===== src/rtl/iss_ctrl_pkg.sv =====
// Package: word types, command and phase codes, register map and reset values.
`default_nettype none
package iss_ctrl_pkg;

  // event commands
  localparam logic [1:0] CmdTick  = 2'd0;
  localparam logic [1:0] CmdRpm   = 2'd1;
  localparam logic [1:0] CmdAct   = 2'd2;
  localparam logic [1:0] CmdBegin = 2'd3;

  // phase codes
  localparam logic [1:0] PhIgn   = 2'd0;
  localparam logic [1:0] PhCrank = 2'd1;
  localparam logic [1:0] PhRun   = 2'd2;
  localparam logic [1:0] PhShut  = 2'd3;

  // register indexes
  localparam logic [2:0] RegMode     = 3'd0;
  localparam logic [2:0] RegChanEn   = 3'd1;
  localparam logic [2:0] RegRelOff   = 3'd2;
  localparam logic [2:0] RegHoldStop = 3'd3;
  localparam logic [2:0] RegCrankLim = 3'd4;
  localparam logic [2:0] RegIdleTo   = 3'd5;
  localparam logic [2:0] RegRunRpm   = 3'd6;
  localparam logic [2:0] RegPwrHold  = 3'd7;

  // channel enable bit positions
  localparam int EnRunIn   = 0;
  localparam int EnStarter = 1;
  localparam int EnBrake   = 2;
  localparam int EnRunOut  = 3;
  localparam int EnCanRpm  = 4;

  localparam int CfgIdxW  = 3;
  localparam int CfgDataW = 16;

  // register reset values
  localparam logic [15:0] RelOffRst   = 16'd1000;
  localparam logic [15:0] HoldStopRst = 16'd2000;
  localparam logic [15:0] CrankLimRst = 16'd5000;
  localparam logic [15:0] RunRpmRst   = 16'd400;
  localparam logic [15:0] PwrHoldRst  = 16'd3000;

  localparam logic [31:0] RpmFreshMs = 32'd500;
  localparam logic [25:0] MsPerS     = 26'd1000;

  typedef struct packed {
    logic [1:0]  command;
    logic [31:0] now_ms;
    logic        switch_closed;
    logic        run_level;
    logic        brake_level;
    logic [15:0] rpm_value;
  } in_word_t;

  typedef struct packed {
    logic [1:0]  phase;
    logic        starter_on;
    logic        run_output_on;
    logic        shutdown_requested;
    logic        may_cut_power;
    logic [31:0] shutdown_time;
  } out_word_t;

endpackage
`default_nettype wire


===== src/rtl/ignition_start_stop_controller.sv =====
// Ignition start/stop controller: timestamped event processing, one word per cycle while the output does not stall.
// Pipeline: two register stages, s1_q and out_q; the result is registered in out_q when the word leaves s1_q.
// Throughput: one word per cycle unless the output stalls; the state update is a single pass of wrapping
// subtract-compares against the state registers.
// Reset: asynchronous active low; clears controller state and valid flags and loads register defaults.
// Events arriving before a begin command act on the reset state.
`default_nettype none
module ignition_start_stop_controller (
  input  wire logic                             clk_i,
  input  wire logic                             rst_ni,
  input  wire logic                             in_valid_i,
  output logic                                  in_stall_o,
  input  wire iss_ctrl_pkg::in_word_t           in_word_i,
  output logic                                  out_valid_o,
  input  wire logic                             out_stall_i,
  output iss_ctrl_pkg::out_word_t               out_word_o,
  input  wire logic                             cfg_we_i,
  input  wire logic [iss_ctrl_pkg::CfgIdxW-1:0] cfg_idx_i,
  input  wire logic [iss_ctrl_pkg::CfgDataW-1:0] cfg_data_i
);

  // configuration registers
  logic        mode_q;
  logic [4:0]  chan_q;
  logic [15:0] rel_off_q, hold_stop_q, crank_lim_q, idle_to_q, run_rpm_q, pwr_hold_q;

  // pipeline
  logic                    s1_valid_q, out_valid_q;
  iss_ctrl_pkg::in_word_t  s1_q;
  iss_ctrl_pkg::out_word_t out_q, out_d;
  logic                    out_free, advance, accept;

  // controller state
  logic [1:0]  phase_q, phase_d;
  logic        latch_q, latch_d;
  logic        sw_prev_q, sw_prev_d;
  logic        armed_q, armed_d;
  logic        hold_q, hold_d;
  logic [31:0] press_q, press_d;
  logic [31:0] low_q, low_d;
  logic [31:0] crank_q, crank_d;
  logic [31:0] stamp_q, stamp_d;
  logic [31:0] act_q, act_d;
  logic [15:0] rpm_q, rpm_d;
  logic [31:0] rpm_stamp_q, rpm_stamp_d;
  logic        starter_q, starter_d;
  logic        run_out_q, run_out_d;

  // per-word helpers
  logic [31:0] now, now_nz;
  logic        sw, run_lv, brake_lv;
  logic        fresh, running, has_src, run_live;
  logic        rising, falling, do_latch;
  logic [25:0] idle_ms;

  assign out_free    = !out_valid_q || !out_stall_i;
  assign advance     = s1_valid_q && out_free;
  assign in_stall_o  = s1_valid_q && !out_free;
  assign accept      = in_valid_i && !in_stall_o;
  assign out_valid_o = out_valid_q;
  assign out_word_o  = out_q;

  assign now      = s1_q.now_ms;
  assign now_nz   = (now == 32'd0) ? 32'd1 : now;
  assign sw       = s1_q.switch_closed;
  assign run_lv   = s1_q.run_level;
  assign brake_lv = s1_q.brake_level;

  assign fresh    = chan_q[iss_ctrl_pkg::EnCanRpm] && (rpm_stamp_q != 32'd0) &&
                    ((now - rpm_stamp_q) <= iss_ctrl_pkg::RpmFreshMs);
  assign running  = (chan_q[iss_ctrl_pkg::EnRunIn] && run_lv) ||
                    (fresh && (rpm_q >= run_rpm_q));
  assign has_src  = chan_q[iss_ctrl_pkg::EnRunIn] || chan_q[iss_ctrl_pkg::EnCanRpm];
  assign run_live = chan_q[iss_ctrl_pkg::EnRunIn] || fresh;
  assign rising   = sw && !sw_prev_q;
  assign falling  = !sw && sw_prev_q;
  assign idle_ms  = 26'(idle_to_q) * iss_ctrl_pkg::MsPerS;

  always_comb begin
    phase_d     = phase_q;
    latch_d     = latch_q;
    sw_prev_d   = sw_prev_q;
    armed_d     = armed_q;
    hold_d      = hold_q;
    press_d     = press_q;
    low_d       = low_q;
    crank_d     = crank_q;
    stamp_d     = stamp_q;
    act_d       = act_q;
    rpm_d       = rpm_q;
    rpm_stamp_d = rpm_stamp_q;
    starter_d   = starter_q;
    run_out_d   = run_out_q;
    do_latch    = 1'b0;

    case (s1_q.command)
      iss_ctrl_pkg::CmdTick: begin
        if (latch_q) begin
          sw_prev_d = sw;
        end else begin
          if (mode_q) begin
            if (rising || falling) act_d = now;
            if (rising) begin
              press_d = now;
              hold_d  = 1'b0;
            end
            if (!armed_q) begin
              if (falling) armed_d = 1'b1;
            end else if (sw && !hold_d && ((now - press_d) >= 32'(hold_stop_q))) begin
              hold_d   = 1'b1;
              do_latch = 1'b1;
            end else begin
              if (running) act_d = now;
              if (running && phase_d == iss_ctrl_pkg::PhIgn) phase_d = iss_ctrl_pkg::PhRun;
              case (phase_d)
                iss_ctrl_pkg::PhIgn: begin
                  if (rising) begin
                    if (chan_q[iss_ctrl_pkg::EnBrake] && brake_lv) begin
                      if (chan_q[iss_ctrl_pkg::EnStarter] && !running) begin
                        phase_d   = iss_ctrl_pkg::PhCrank;
                        crank_d   = now;
                        starter_d = 1'b1;
                      end
                    end else begin
                      do_latch = 1'b1;
                    end
                  end
                end
                iss_ctrl_pkg::PhCrank: begin
                  if (running) begin
                    if (chan_q[iss_ctrl_pkg::EnStarter]) starter_d = 1'b0;
                    phase_d = iss_ctrl_pkg::PhRun;
                  end else if (((now - crank_q) >= 32'(crank_lim_q)) ||
                               (falling && !has_src)) begin
                    if (chan_q[iss_ctrl_pkg::EnStarter]) starter_d = 1'b0;
                    phase_d = iss_ctrl_pkg::PhIgn;
                  end
                end
                iss_ctrl_pkg::PhRun: begin
                  if (has_src && !running) phase_d = iss_ctrl_pkg::PhIgn;
                end
                default: ;
              endcase
              // idle timeout only counts while a run source is live
              if (idle_to_q != 16'd0 && run_live && phase_d != iss_ctrl_pkg::PhRun &&
                  ((now - act_d) >= 32'(idle_ms))) begin
                do_latch = 1'b1;
              end
            end
          end else begin
            if (sw) begin
              low_d = 32'd0;
            end else if (low_q == 32'd0) begin
              low_d = now_nz;
            end else if ((now - low_q) >= 32'(rel_off_q)) begin
              do_latch = 1'b1;
            end
          end

          // latch is the last action of the pass, so it overrides output drives
          if (do_latch) begin
            latch_d = 1'b1;
            stamp_d = now_nz;
            if (chan_q[iss_ctrl_pkg::EnStarter]) starter_d = 1'b0;
            if (chan_q[iss_ctrl_pkg::EnRunOut]) run_out_d = 1'b0;
          end else if (chan_q[iss_ctrl_pkg::EnRunOut]) begin
            run_out_d = 1'b1;
          end
          if (!mode_q && has_src) begin
            phase_d = running ? iss_ctrl_pkg::PhRun : iss_ctrl_pkg::PhIgn;
          end
          sw_prev_d = sw;
        end
      end
      iss_ctrl_pkg::CmdRpm: begin
        rpm_d       = s1_q.rpm_value;
        rpm_stamp_d = now_nz;
      end
      iss_ctrl_pkg::CmdAct: begin
        act_d = now;
      end
      iss_ctrl_pkg::CmdBegin: begin
        phase_d     = iss_ctrl_pkg::PhIgn;
        latch_d     = 1'b0;
        hold_d      = 1'b0;
        press_d     = 32'd0;
        low_d       = 32'd0;
        crank_d     = 32'd0;
        stamp_d     = 32'd0;
        act_d       = 32'd0;
        rpm_d       = 16'd0;
        rpm_stamp_d = 32'd0;
        sw_prev_d   = sw;
        armed_d     = !mode_q || !sw;
        if (chan_q[iss_ctrl_pkg::EnRunOut]) run_out_d = 1'b1;
      end
      default: ;
    endcase

    out_d.phase              = latch_d ? iss_ctrl_pkg::PhShut : phase_d;
    out_d.starter_on         = starter_d;
    out_d.run_output_on      = run_out_d;
    out_d.shutdown_requested = latch_d;
    out_d.may_cut_power      = latch_d && ((now - stamp_d) >= 32'(pwr_hold_q)) && !sw_prev_d;
    out_d.shutdown_time      = stamp_d;
  end

  // configuration
  always_ff @(posedge clk_i or negedge rst_ni) begin
    if (!rst_ni) begin
      mode_q      <= 1'b0;
      chan_q      <= 5'd0;
      rel_off_q   <= iss_ctrl_pkg::RelOffRst;
      hold_stop_q <= iss_ctrl_pkg::HoldStopRst;
      crank_lim_q <= iss_ctrl_pkg::CrankLimRst;
      idle_to_q   <= 16'd0;
      run_rpm_q   <= iss_ctrl_pkg::RunRpmRst;
      pwr_hold_q  <= iss_ctrl_pkg::PwrHoldRst;
    end else if (cfg_we_i) begin
      case (cfg_idx_i)
        iss_ctrl_pkg::RegMode:     mode_q      <= cfg_data_i[0];
        iss_ctrl_pkg::RegChanEn:   chan_q      <= cfg_data_i[4:0];
        iss_ctrl_pkg::RegRelOff:   rel_off_q   <= cfg_data_i;
        iss_ctrl_pkg::RegHoldStop: hold_stop_q <= cfg_data_i;
        iss_ctrl_pkg::RegCrankLim: crank_lim_q <= cfg_data_i;
        iss_ctrl_pkg::RegIdleTo:   idle_to_q   <= cfg_data_i;
        iss_ctrl_pkg::RegRunRpm:   run_rpm_q   <= cfg_data_i;
        iss_ctrl_pkg::RegPwrHold:  pwr_hold_q  <= cfg_data_i;
        default: ;
      endcase
    end
  end

  // pipeline control
  always_ff @(posedge clk_i or negedge rst_ni) begin
    if (!rst_ni) begin
      s1_valid_q  <= 1'b0;
      out_valid_q <= 1'b0;
    end else begin
      if (accept) begin
        s1_valid_q <= 1'b1;
      end else if (advance) begin
        s1_valid_q <= 1'b0;
      end
      if (advance) begin
        out_valid_q <= 1'b1;
      end else if (!out_stall_i) begin
        out_valid_q <= 1'b0;
      end
    end
  end

  // payload registers
  always_ff @(posedge clk_i) begin
    if (accept) s1_q <= in_word_i;
    if (advance) out_q <= out_d;
  end

  // controller state
  always_ff @(posedge clk_i or negedge rst_ni) begin
    if (!rst_ni) begin
      phase_q     <= iss_ctrl_pkg::PhIgn;
      latch_q     <= 1'b0;
      sw_prev_q   <= 1'b0;
      armed_q     <= 1'b0;
      hold_q      <= 1'b0;
      press_q     <= 32'd0;
      low_q       <= 32'd0;
      crank_q     <= 32'd0;
      stamp_q     <= 32'd0;
      act_q       <= 32'd0;
      rpm_q       <= 16'd0;
      rpm_stamp_q <= 32'd0;
      starter_q   <= 1'b0;
      run_out_q   <= 1'b0;
    end else if (advance) begin
      phase_q     <= phase_d;
      latch_q     <= latch_d;
      sw_prev_q   <= sw_prev_d;
      armed_q     <= armed_d;
      hold_q      <= hold_d;
      press_q     <= press_d;
      low_q       <= low_d;
      crank_q     <= crank_d;
      stamp_q     <= stamp_d;
      act_q       <= act_d;
      rpm_q       <= rpm_d;
      rpm_stamp_q <= rpm_stamp_d;
      starter_q   <= starter_d;
      run_out_q   <= run_out_d;
    end
  end

endmodule
`default_nettype wire

===== config.mk =====
export PLATFORM = sky130hd
export DESIGN_NAME = ignition_start_stop_controller
export DESIGN_NICKNAME = d
export VERILOG_FILES = /design/src/rtl/iss_ctrl_pkg.sv /design/src/rtl/ignition_start_stop_controller.sv
export SDC_FILE = /design/constraint.sdc
export NUM_CORES = 1
export LEC_CHECK = 0
export ABC_CLOCK_PERIOD_IN_PS = 40800
export BUFFER_PORTS_ARGS = -buffer_cell sky130_fd_sc_hd__buf_4
export CORE_MARGIN = 3
export CORE_UTILIZATION = 45
export DETAILED_ROUTE_END_ITERATION = 12
export SYNTH_ARGS = -nofsm -noshare
export SYNTH_HDL_FRONTEND = slang
export SYNTH_SLANG_ARGS = --single-unit
export TNS_END_PERCENT = 50

===== constraint.sdc =====
create_clock -name clk_i -period 40.8 [get_ports clk_i]
set_input_delay 4.08 -clock clk_i [delete_from_list [all_inputs] [get_ports clk_i]]
set_output_delay 4.08 -clock clk_i [all_outputs]
set_load 0.02 [all_outputs]

Word level (Yosys, flattened, before mapping)

Cells that the tools add are included.

Register bits after elaboration: 411
Output and inout port bits: 40
Bits of input ports: 77

Multipliers: 1
Reductions and logical operators: 66
$add $sub $neg: 6
Magnitude comparators: 7
Equal/unequal tests: 24
Multiplexer cells: 117

Operators by type and width:

| operator                                                        | number |
|---|---|
| two-way mux 32 bit                                              | 32 |
| case mux 32 bit (2 select lines)                                | 5 |
| subtractor 32 bit                                               | 6 |
| greater-or-equal comparator 32 x 16 -> 1 bit                    | 4 |
| case mux 32 bit (3 select lines)                                | 1 |
| zero test 32 bit                                                | 2 |
| two-way mux 1 bit                                               | 48 |
| two-way mux 2 bit                                               | 23 |
| greater-or-equal comparator 32 x 26 -> 1 bit                    | 1 |
| less-or-equal comparator 32 x 9 -> 1 bit, second input constant | 1 |
| case mux 16 bit (2 select lines)                                | 1 |
| nonzero test 32 bit                                             | 1 |
| multiplier 16 x 7 -> 23 bit, second input constant              | 1 |
| logical AND 1 bit                                               | 22 |
| inequality test 2 bit, second input constant                    | 9 |
| AND reduction 2 bit                                             | 9 |
| greater-or-equal comparator 16 bit                              | 1 |
| nonzero test 16 bit                                             | 1 |
| == test 3 bit, second input constant                            | 4 |
| zero test 1 bit                                                 | 11 |
| case mux 1 bit (2 select lines)                                 | 5 |
| AND reduction 10 bit                                            | 1 |
| AND reduction 4 bit                                             | 2 |
| logical OR 1 bit                                                | 7 |
| 14 further kinds                                                | 23 |

Longest topological paths before layout

Depth after elaboration: 39
Mapped depth: 74

Least setup slack after synthesis

No wires, ideal clock.

Path kind: register to register
Start point: reg s1_q, in the netlist now[1]
End point: reg out_q, in the netlist out_word_o[32], data pin
Period minus slack after synthesis: 13.246 ns
Arrival time: 12.979 ns
Setup slack: 27.554 ns
Required time: 40.533 ns
Setup time: 0.267 ns
Stages on the path, launching flop included: 71
Cells stage by stage: edfxtp_1 ha_1 nor2b_2 o21a_2 o31ai_2 a211o_4 a21oi_1 a311oi_1 nor3_1 or4_4 o31a_1 and2_1 clkbuf_1 clkbuf_1 mux2i_1 ha_1 a21o_1 a21o_1 [35 not listed] nand2_1 nand2_1 mux2i_1 a221o_1 nand3_1 nand2_1 a21o_1 a21oi_1 xnor2_1 ha_1 a21oi_1 a21oi_1 o21ai_0 nand4_1 nor4_1 o2111ai_1 nor4_1 a31oi_1

RTL lines:

| element                  | RTL line                              | text |
|---|---|---|
| start: declaration       | ignition_start_stop_controller.sv:29  | `iss_ctrl_pkg::in_word_t s1_q;` |
| start signal: assignment | ignition_start_stop_controller.sv:255 | `if (accept) s1_q <= in_word_i;` |
| end signal: assignment   | ignition_start_stop_controller.sv:256 | `if (advance) out_q <= out_d;` |
| end: declaration         | ignition_start_stop_controller.sv:30  | `iss_ctrl_pkg::out_word_t out_q, out_d;` |

==> impl_metrics.json <==
{
  "clkTransAtPathRegs_ns": 0.06,
  "period_share_pct": 36.0,
  "hold_end": "press_q[23]$_DFFE_PN0P_",
  "synth_xor_area_share_pct": 3.58,
  "layout_common_cells": "362 x nand2_1, 351 x ha_1, 319 x inv_1",
  "p_total_mw": 2.84,
  "rsz0062_at_grt": "false",
  "syn_avg_cell_area_um2": 9.03,
  "cts-resized-gates": 0,
  "use_met3_pct": 3.47,
  "drive_above_1_share_pct": 11.3,
  "worst_pin_slew_ns": 1.08,
  "floorplan.initialDensity_pct": 46.0,
  "use_met2_pct": 43.4,
  "postCtsSetupRepairBufs": 0,
  "grt_pass1_vias": 26900,
  "setup_viol": 0,
  "path_common_cell": "a21oi_1",
  "clk_latency_ns": 0.61,
  "r2r_cells": 69,
  "peakVddDrop_uv": 118,
  "yosys_warnings": 0,
  "num_rows": 97,
  "dpl_cell_area_mm2": 0.0345,
  "firstDrtPassIters": 6,
  "drv_cap": 0,
  "yosysSeqAreaShare_pct": 33.1,
  "grt.total_usage_pct": 26.8,
  "antenna_found_initial": 8,
  "root_buffer": "clkbuf_16",
  "viasPerCell": 5.86,
  "crit_type": "reg2reg",
  "port-buffer-count": 116,
  "crit_arrival_ns": 15.05,
  "outcome": "complete, no violations",
  "overflow": 0,
  "gp_congestion": 0.906,
  "die-height_um": 275,
  "power.leakage_nw": 16.5,
  "slowest_stage": "or4_1",
  "timing.rr.end": "out_word_o[32]$_DFFE_PP_",
  "hold_path_startpoint": "press_q[23]$_DFFE_PN0P_",
  "cts_sinks": 411,
  "die_w_um": 275,
  "num-nets-final": 4178,
  "pin_count": 117,
  "finalSetupTns_ns": 0,
  "synth_compound_area_share_pct": 21.1,
  "crit_path_start_kind": "flip-flop",
  "r2r-start": "now[7]$_DFFE_PP_",
  "worstPathMaxFanout": 34,
  "routedWlPerCell_um": 21.7,
  "slew_headroom_pct": 27.8,
  "syn_to_final_growth_pct": 11.7,
  "ant_nets": 0,
  "period_needed_ns": 14.70,
  "slowest_delay_ns": 0.61,
  "syn-num-nets": 4092,
  "fmax_mhz": 68.0,
  "grt_max_degree": 73,
  "synth.cell_area_mm2": 0.0325,
  "die-area_mm2": 0.0755,
  "max-clock-path-buffers": 3,
  "cts_tree": "built",
  "power_density_mw_per_mm2": 78.2,
  "core_area_mm2": 0.0708,
  "grt.met1_usage_pct": 37.5,
  "stdcell_area_mm2": 0.0363,
  "cts_buffers": 50,
  "whs_path_depth": 2,
  "synth_cell_types": 101,
  "busiest_layer": "met2",
  "synthAdderAreaFrac_pct": 17.2,
  "synth-seq-cells": 411,
  "initialDrtViolationCount": 1820,
  "dr_total_vias": 27400,
  "clock_skew_ns": 0.0241,
  "async_reset_ff_share_pct": 77.9,
  "critPathCaptureType": "flip-flop",
  "hold_path.class": "reg2reg",
  "hpwl_um": 72800,
  "ys.flop_type": "dfrtp_1",
  "yosys.area_share.simple_pct": 14.7,
  "mostFrequentLayoutCell": "nand2_1",
  "routed_wl_um": 101000,
  "final-hold-violation-count": 0,
  "synthCells": 3603,
  "htreeDepth": 2,
  "slew_violations": 0,
  "hold_buffers": 0,
  "grt_pass1_wl_um": 157000,
  "synth_top_family_by_area": "compound AO/OA/AOI/OAI gates",
  "r2r_setup_slack_ns": 26.10,
  "post-route-drc-count": 0,
  "synth_edf_count": 91,
  "synthMuxAreaShare_pct": 4.86,
  "required_ns": 41.15
}
## layer usage
metal | vias up | part of all wire [%]
met2 | 666 | 45
met4 | 0 | 3.4
li1 | 13200 | -
met3 | 143 | 5.3
met5 | - | 0
met1 | 13400 | 46
## Yosys cell counts, types with 59 or more instances
cell	n	area, um^2
nand2_1	364	1370
ha_1	353	4420
inv_1	319	1200
o21ai_0	299	1500
dfrtp_1	293	7330
a21oi_1	234	1170
nor2_1	154	578
clkbuf_1	115	432
a21o_1	112	841
nand2b_1	96	601
edfxtp_1	91	2730
nand3_1	88	440
xnor2_1	86	753
mux2_2	79	890
mux2i_1	69	691
a22o_1	59	517
fa_1	59	1180
## cell families after synthesis
logic type                 count (synthesis)
AOI/OAI and AO/OA                       1061
xor gates and xnor gates                 133
adders and majority gates                413
buffers and inverters                    459
DFF                                      411
muxes                                    148
and+or+nand+nor                          978
## power by group
part	internal (mW)	switching (mW)	total [mW]
logic	0.787	0.989	1.78
clock network	0.288	0.193	0.481
registers	0.517	0.0676	0.584
total	1.59	1.25	2.84
## how the worst max path moves through the flow
stage | start | end | slack [ns] | cells past startpoint
after floorplan | now[1]$_DFFE_PP_ | out_word_o[32]$_DFFE_PP_ | 27.55 | 70
after global placement | now[5]$_DFFE_PP_ | out_word_o[32]$_DFFE_PP_ | 26.49 | 71
after detailed placement | now[6]$_DFFE_PP_ | out_word_o[32]$_DFFE_PP_ | 26.26 | 69
after CTS | now[8]$_DFFE_PP_ | out_word_o[32]$_DFFE_PP_ | 26.22 | 70
after global routing | now[6]$_DFFE_PP_ | out_word_o[32]$_DFFE_PP_ | 24.77 | 69
final | now[7]$_DFFE_PP_ | out_word_o[32]$_DFFE_PP_ | 26.10 | 69
## critical path, delay by kind of cell (launching register included)
kind / cells / cell delay [ns]
XOR/XNOR: 3 / 0.47
flip-flops: 1 / 0.36
AO/OA/AOI/OAI: 37 / 6.73
adder cells (fa/ha/maj): 6 / 1.85
buffers and inverters: 4 / 0.98
AND/OR/NAND/NOR: 18 / 3.91
multiplexers: 1 / 0.07
## sequential cells by signal, summed over array words and instances, names as in the netlist, 18 cells and up
name and cells:
act_q 32, crank_q 32, low_q 32, now 32, out_word_o 38, press_q 32
rpm_stamp_q 32, s1_q 18, stamp_q 32
## metrics by stage
| step | hold slack [ns] | setup slack, ns | util (%) | cells |
|---|---|---|---|---|
| finish | 0.475 | 26.10 | 51.3 | 4671 |
| floorplan | 0.446 | 27.55 | - | 3603 |
| global placement | 0.459 | 26.49 | 48.8 | 4577 |
| CTS | 0.478 | 26.22 | 51.3 | 4670 |
| global route | 0.494 | 24.77 | 51.3 | 4671 |
| detailed placement | 0.465 | 26.26 | 48.8 | 4577 |
## area by class of cell
cell class | count | area, um^2
antenna | 1 | 2.50
clock buffer | 65 | 1400
tap | 940 | 1180
multi-input combinational | 2733 | 20100
fill | 6577 | 34400
clock inverter | 28 | 379
sequential | 411 | 10800
inverter | 320 | 1200
timing repair buffer | 173 | 1310
Note: power is estimated with default switching activity, not from simulation.
